===== config.mk =====
export PLATFORM = sky130hd
export DESIGN_NAME = smcm_ctrl
export DESIGN_NICKNAME = d
export VERILOG_FILES = /design/src/design/smcm_pkg.sv /design/src/design/smcm_ctrl.sv
export SDC_FILE = /design/constraint.sdc
export NUM_CORES = 1
export LEC_CHECK = 0
export BUFFER_PORTS_ARGS = -buffer_cell sky130_fd_sc_hd__buf_2
export CAP_MARGIN = 30
export CORE_AREA = 2 2 39 41
export CTS_CLUSTER_DIAMETER = 50
export DETAILED_ROUTE_END_ITERATION = 7
export DIE_AREA = 0 0 41 43
export HOLD_SLACK_MARGIN = 0.06
export PLACE_DENSITY_LB_ADDON = 0.12
export SYNTH_ARGS = -nofsm -noshare
export SYNTH_HDL_FRONTEND = slang
export SYNTH_SLANG_ARGS = --single-unit

===== constraint.sdc =====
create_clock -name clk -period 1.3 [get_ports clk]
set_clock_uncertainty 0.15 [all_clocks]
set_input_delay 0.26 -clock clk [delete_from_list [all_inputs] [get_ports clk]]
set_output_delay 0.26 -clock clk [all_outputs]
set_load 0.01 [all_outputs]

===== src/design/smcm_pkg.sv =====
`default_nettype none

package smcm_pkg;

  localparam int DIM   = 64;
  localparam int NNZ_A = 1024;

  localparam int ROW_W  = 6;
  localparam int VAL_W  = 16;
  localparam int PROD_W = 2 * VAL_W;
  localparam int ACC_W  = 40;
  localparam int IDX_W  = $clog2(DIM);
  localparam int A_AW   = (NNZ_A > 1) ? $clog2(NNZ_A) : 1;
  localparam int CNT_W  = $clog2(NNZ_A + 1);

  localparam logic [1:0] REQ_LOAD_A = 2'd0;
  localparam logic [1:0] REQ_LOAD_B = 2'd1;
  localparam logic [1:0] REQ_END    = 2'd2;
  localparam logic [1:0] REQ_CLEAR  = 2'd3;

  typedef struct packed {
    logic [ROW_W-1:0]        r;
    logic [ROW_W-1:0]        c;
    logic signed [VAL_W-1:0] v;
  } a_entry_t;

  // Commands from the controller to the datapath.
  typedef struct packed {
    logic take;   // an item is transferred this cycle
    logic init;   // end-column item transferred: reset walk counters
    logic a_rd;   // read the next stored A entry
    logic b_rd;   // read B and C vectors for that entry
    logic mul;    // form the product
    logic acc;    // accumulate into the C vector
    logic scan;   // read the next C vector row
    logic fin;    // deliver the final result and clear the vectors
  } dp_cmd_t;

  // Status from the datapath to the controller.
  typedef struct packed {
    logic a_empty;
    logic entry_last;
    logic scan_last;
  } dp_stat_t;

endpackage

`default_nettype wire


===== src/design/smcm_ctrl.sv =====
`default_nettype none

module smcm_ctrl
  import smcm_pkg::*;
(
  input  wire logic       clk,
  input  wire logic       rst,
  input  wire logic       start,
  input  wire logic [1:0] req_type,
  input  wire dp_stat_t   stat,
  output dp_cmd_t         cmd,
  output logic            busy
);

  localparam logic [2:0] S_IDLE  = 3'd0;
  localparam logic [2:0] S_A_RD  = 3'd1;
  localparam logic [2:0] S_B_RD  = 3'd2;
  localparam logic [2:0] S_MUL   = 3'd3;
  localparam logic [2:0] S_ACC   = 3'd4;
  localparam logic [2:0] S_SCAN  = 3'd5;
  localparam logic [2:0] S_DRAIN = 3'd6;
  localparam logic [2:0] S_FIN   = 3'd7;

  logic [2:0] state;
  logic [2:0] state_next;
  logic       take;

  assign take = start && (state == S_IDLE);
  assign busy = (state != S_IDLE);

  always_comb begin
    state_next = state;
    unique case (state)
      S_IDLE: begin
        if (take && (req_type == REQ_END)) begin
          state_next = stat.a_empty ? S_SCAN : S_A_RD;
        end
      end
      S_A_RD:  state_next = S_B_RD;
      S_B_RD:  state_next = S_MUL;
      S_MUL:   state_next = S_ACC;
      S_ACC:   state_next = stat.entry_last ? S_SCAN : S_A_RD;
      S_SCAN:  state_next = stat.scan_last ? S_DRAIN : S_SCAN;
      S_DRAIN: state_next = S_FIN;
      S_FIN:   state_next = S_IDLE;
      default: state_next = S_IDLE;
    endcase
  end

  always_ff @(posedge clk) begin
    if (rst) begin
      state <= S_IDLE;
    end else begin
      state <= state_next;
    end
  end

  always_comb begin
    cmd.take = take;
    cmd.init = take && (req_type == REQ_END);
    cmd.a_rd = (state == S_A_RD);
    cmd.b_rd = (state == S_B_RD);
    cmd.mul  = (state == S_MUL);
    cmd.acc  = (state == S_ACC);
    cmd.scan = (state == S_SCAN);
    cmd.fin  = (state == S_FIN);
  end

  a_fin_to_idle: assert property (@(posedge clk) disable iff (rst)
    (state == S_FIN) |=> (state == S_IDLE))
    else $error("controller did not return to idle after the final result");

  a_acc_next: assert property (@(posedge clk) disable iff (rst)
    (state == S_ACC) |=> (state == S_A_RD || state == S_SCAN))
    else $error("accumulate step left to an unexpected state");

  a_walk_order: assert property (@(posedge clk) disable iff (rst)
    (state == S_A_RD) |=> (state == S_B_RD))
    else $error("entry read not followed by the vector read");

endmodule

`default_nettype wire


==> results_dict.tcl, run 1 <==
set metrics [dict create \
    timing.fmax_mhz 659 \
    drt-total-wl_um 836 \
    hold_path.class "input pin to flop" \
    htreeDepth 1 \
    detailed_place_hpwl_um 508 \
    clockBufferDepth 2 \
    initial_core_util 0.176 \
    critPathTopFamily "buffers and inverters" \
    ys_ff_latch 3 \
    path_clk_slew_ns 0.04 \
    m1WireLength_um 339 \
    largest_reg_flops 3 \
    first_pass_iters 2 \
    cp_slowest_cell "dfxtp_2" \
    wl_met3_um 53 \
    rows 14 \
    layout_common_cells "buf_2 (12), buf_6 (10), buf_4 (9)" \
    synth.yosys.seq_area_share 0.246 \
    seq_power_share 0.225 \
    dp_cells 70 \
    powerDensity_mw_per_mm2 1150 \
    crit_buf_inv 3 \
    root_buffer "clkbuf_4" \
    dr_wl_met2_um 426 \
    top_layer_used "met4" \
    cts_inserted_buffers 3 \
    end_kind "primary output" \
    num_vias 351 \
    violations "negative setup slack" \
    whs_path_depth 3 \
    clock_latency_ns 0.24 \
    fin_ws_ns -0.217 \
    wl_per_cell_um 10.2 \
    critPathArrivalTime_ns 1.11 \
    crit_chain "buf_6 > buf_6 > and3_2 > buf_6" \
    muxShareOfSynthArea 0 \
    antenna_violating_nets_post_route 0 \
    grt_pass1_vias 291 \
    clock_power_share 0.253 \
    maxSlewHeadroom 0.832 \
    antenna_found_initial 0 \
    swShare 0.337 \
    reg_top3 "state: 3 flops" \
    hold_end "state[2]" \
    port_buffers 16 \
    die_width_um 41 \
    grt_pass1_wl_um 1220 \
    overflow 0 \
    path_max_fanout 3 \
    track_usage 0.100 \
    synth_top_family_by_area "simple AND/OR/NAND/NOR gates" \
    vias_per_cell 4.28 \
    slew_viol_final 0 \
    setup_viol 11 \
    ys_warn_count 0 \
    internal_power_w 0.000432 \
    hp-start "rst" \
    fin_crit_sh 1.17 \
    drtIter0Drc 2 \
    reg2reg_depth 4 \
    final_common_cell "buf_2" \
    drive_gt1_frac 0.742 \
    cts_tree "yes" \
    utilization 0.408 \
    r2r-end "state[2]" \
    syn-num-nets 41 \
    pin_count 17 \
    r2r_setup_slack_ns -0.03 \
    post-route-min-period_ns 1.52 \
    synthAdderAreaFrac 0 \
    final_nets 75 \
    post_synth_inst_count 33 \
    leakage_nw 0.287 \
    ir_worst_vdd_mv 0.304 \
    rsz0062_at_grt "yes" \
    synth-simple-area-share 0.441 \
    synth_compound_area_frac 0.174 \
    dp_slack_ns -0.0465 \
    combinationalPowerShare 0.522 \
    timing.hold.ws_ns 0.163 \
    yosysUniqueCellTypes 19 \
    reg2reg_from "state[1]" \
    worst_ep_required_time_ns 0.89 \
    drc 0 \
    dieHeight_um 43 \
    timing.setup.tns_ns -1.66 \
    avgSynthCellArea_um2 7.39 \
    area_delta_synth_final_pct 131 \
    antenna_cells 0 \
    grt_start_max_net_pins 10 \
    worst_slew_pin_slew_ns 0.252 \
    mappedNetlistArea_um2 244 \
    finalNonFillerCells 82 \
    crit_path_frequent_cell "buf_6" \
    maxCapViolCount 0 \
    final-hold-violation-count 0 \
    core-area_mm2 0.00138 \
    cts_num_sinks 3 \
    critPathKind "flop to primary output" \
    status "finished, violations left" \
    p_switching_w 0.000220 \
    critical-path-max-stage-delay_ns 0.32 \
    synth_xor_area_frac 0 \
    fp.dieArea_mm2 0.00176 \
    fillers 142 \
    cp-start-kind "flop" \
    globalplace.congestion 0.678 \
    largest_register "state" \
]
Yosys cell counts:
cell type / instances / share of area
and3_2: 1 / 0.031
o21ai_0: 2 / 0.041
a221oi_1: 1 / 0.036
buf_4: 3 / 0.092
o31a_1: 1 / 0.036
and3_1: 1 / 0.026
nor2_1: 4 / 0.062
nand2b_1: 2 / 0.051
a21oi_1: 3 / 0.062
nor3b_2: 1 / 0.051
nor3_1: 1 / 0.020
and3_4: 1 / 0.046
nand2_1: 1 / 0.015
nor2b_1: 1 / 0.026
and2_1: 2 / 0.051
nand3b_1: 1 / 0.031
inv_1: 3 / 0.046
and2_2: 1 / 0.031
dfxtp_1: 3 / 0.25
metal layers:
| layer | GRT usage | vias up |
|---|---|---|
| li1 | - | 179 |
| met1 | 0.125 | 157 |
| met2 | 0.159 | 13 |
| met3 | 0.00524 | 2 |
| met4 | 0.0600 | 0 |
| met5 | 0 | - |
stage by stage:
stage | power, W | area [µm²]
6_report | 0.000651 | 564
5_1_grt | 0.000700 | 564
4_1_cts | 0.000595 | 507
3_5_place_dp | 0.000356 | 389
3_3_place_gp | 0.000360 | 389
2_1_floorplan | 0.000266 | 251
timing repair:
action	in CTS	in global routing
setup buffers	5	2
gates resized for setup	15	15
pin swaps	4	5
hold endpoints to repair	1	0
endpoints found under the setup margin	10	11
hold buffers	1	0
worst max path at each step:
stage	startpoint	endpoint	slack, ns	cells past startpoint
after floorplan	state[0]	cmd[6]	0.01	4
after global placement	state[0]	cmd[6]	-0.07	4
after detailed placement	state[0]	cmd[6]	-0.05	4
after CTS	state[2]	cmd[6]	-0.29	5
after global routing	state[1]	cmd[6]	-0.26	4
final	state[2]	cmd[0]	-0.22	4
worst reg2reg max path: cells and delay by family (launching register included):
| family | cells | cell delay, ns |
|---|---|---|
| buf+inv | 2 | 0.25 |
| simple gates | 1 | 0.16 |
| compound gates | 1 | 0.26 |
| flops | 1 | 0.38 |
final cells by class:
type                       count  area, µm²  share of cell area
timing repair buffer          32        250               0.443
clock buffer                   4       26.3              0.0466
inverter                       3       13.8              0.0244
tap                           16       20.0              0.0355
multi-input combinational     24        185               0.328
sequential                     3       68.8               0.122
power by group through the flow:
stage | logic, W | clock network [W] | registers [W]
after floorplan | 0.000150 | 0 | 0.000116
after global placement | 0.000221 | 0 | 0.000139
after detailed placement | 0.000218 | 0 | 0.000139
after CTS | 0.000285 | 0.000170 | 0.000140
after global routing | 0.000370 | 0.000179 | 0.000151
final | 0.000340 | 0.000165 | 0.000146
kinds of logic after synthesis:
group / Yosys count
buffers and inverters: 6
AOI/OAI and AO/OA: 7
and+or+nand+nor: 17
DFF: 3
Power figures use the tool's default switching activity.
==> run 2, diff against run 1 <==
==> constraint.sdc (replaced) <==
create_clock -name clk -period 1.3 [get_ports clk]
set_clock_uncertainty 0.15 [all_clocks]
set_input_delay 0.065 -clock clk [delete_from_list [all_inputs] [get_ports clk]]
set_output_delay 0.065 -clock clk [all_outputs]
set_load 0.01 [all_outputs]
==> run 2 against run 1 <==
  * Register-to-register slack better by 0.09 ns
  * Global-route usage down 0.78 points
  * Fmax up 18%
  * Non-clock buffer count is 7 lower
  * The run now ends clean
  * Critical path type unchanged
  * Routed wire length down 16%
  * Die area unchanged
  * Largest power group unchanged
  * First-iteration DRC count rose to 2.5 times the previous value
  * Setup slack gained 0.23 ns
  * Critical endpoint is now cmd[2]
  * Critical path depth decreased by 1
==> results_dict.tcl, run 2 (same netlist as run 1, synthesis figures left out) <==
set metrics [dict create \
    largest_reg_flops 3 \
    clock_power_share 0.290 \
    combinationalPowerShare 0.451 \
    pin_count 17 \
    wl_per_cell_um 9.37 \
    status "finished clean" \
    fp.dieArea_mm2 0.00176 \
    end_kind "primary output" \
    reg_top3 "state: 3 flops" \
    cp-start-kind "flop" \
    drt-total-wl_um 703 \
    maxCapViolCount 0 \
    p_switching_w 0.000189 \
    dp_cells 64 \
    clock_latency_ns 0.23 \
    timing.hold.ws_ns 0.119 \
    internal_power_w 0.000373 \
    critPathKind "flop to primary output" \
    final_common_cell "buf_2" \
    finalNonFillerCells 75 \
    clockBufferDepth 2 \
    timing.fmax_mhz 776 \
    first_pass_iters 4 \
    rsz0062_at_grt "yes" \
    path_clk_slew_ns 0.04 \
    globalplace.congestion 0.627 \
    powerDensity_mw_per_mm2 1190 \
    cts_num_sinks 3 \
    grt_pass1_vias 319 \
    grt_start_max_net_pins 11 \
    critPathArrivalTime_ns 1.07 \
    vias_per_cell 4.33 \
    largest_register "state" \
    dieHeight_um 43 \
    core-area_mm2 0.00138 \
    leakage_nw 0.248 \
    overflow 0 \
    rows 14 \
    layout_common_cells "buf_2 (16), nor2_1 (4), buf_4 (4)" \
    ir_worst_vdd_mv 0.405 \
    final-hold-violation-count 0 \
    drc 0 \
    track_usage 0.0925 \
    drive_gt1_frac 0.593 \
    antenna_found_initial 0 \
    cts_tree "yes" \
    seq_power_share 0.259 \
    drtIter0Drc 5 \
    htreeDepth 1 \
    worst_ep_required_time_ns 1.09 \
    worst_slew_pin_slew_ns 0.242 \
    final_nets 68 \
    fin_crit_sh 0.991 \
    antenna_cells 0 \
    root_buffer "clkbuf_4" \
    detailed_place_hpwl_um 510 \
    setup_viol 0 \
    hold_path.class "input pin to flop" \
    port_buffers 16 \
    post-route-min-period_ns 1.29 \
    initial_core_util 0.176 \
    maxSlewHeadroom 0.839 \
    antenna_violating_nets_post_route 0 \
    grt_pass1_wl_um 1120 \
    slew_viol_final 0 \
    swShare 0.336 \
    num_vias 325 \
    path_max_fanout 6 \
    area_delta_synth_final_pct 92.8 \
    die_width_um 41 \
    cts_inserted_buffers 3 \
]
-- run 2: worst paths after layout --
kind               to  startpoint  cells after the start  slack, ns
max            cmd[2]    state[1]                      3       0.01
min reg2reg  state[0]    state[0]                      2       0.44
min          state[2]     stat[2]                      4       0.12
max reg2reg  state[2]    state[0]                      4       0.06
-- run 2: final cells by class --
type	instances	area, µm²
fill	160	913
multi-input combinational	24	176
timing repair buffer	25	163
sequential	3	71.3
clock buffer	4	26.3
tap	16	20.0
inverter	3	13.8
-- run 2: worst max-delay path, cell delays in order, from the launching register on --
cell and delay [ns]:
dfxtp_4 0.36, buf_4 0.14, nor3b_4 0.19, buf_2 0.16
-- run 2: metal layers --
metal  up-vias  share of wire  GRT usage
met2        14           0.51      0.144
met4         0              0     0.0600
met3         0          0.090     0.0157
li1        163              -          -
met5         -              0          0
met1       148           0.40      0.110
-- run 2: power groups by stage --
stage / logic [W] / clock network (W) / registers (W)
CTS: 0.000210 / 0.000167 / 0.000149
finish: 0.000253 / 0.000163 / 0.000146
global route: 0.000282 / 0.000170 / 0.000151
detailed placement: 0.000177 / 0 / 0.000137
floorplan: 0.000142 / 0 / 0.000115
global placement: 0.000178 / 0 / 0.000139
-- run 2: metrics by stage --
stage / power, W / setup WS, ns / util / area (µm²) / TNS (ns)
final: 0.000562 / 0.0111 / 0.340 / 470 / 0
after CTS: 0.000526 / -0.00624 / 0.311 / 430 / -0.00624
after global placement: 0.000317 / 0.0416 / 0.243 / 337 / 0
after floorplan: 0.000257 / 0.0876 / - / 244 / 0
after global routing: 0.000602 / -0.0360 / 0.340 / 470 / -0.184
after detailed placement: 0.000314 / 0.0275 / 0.243 / 337 / 0
-- run 2: timing repair --
| action | CTS | global route |
|---|---|---|
| pin swaps | 2 | 3 |
| hold endpoints to repair | 3 | 0 |
| endpoints found under the setup margin | 8 | 7 |
| buffers inserted | 1 | 3 |
| hold buffers | 3 | 0 |
| gates cloned | 0 | 0 |
| gates resized for setup | 10 | 6 |
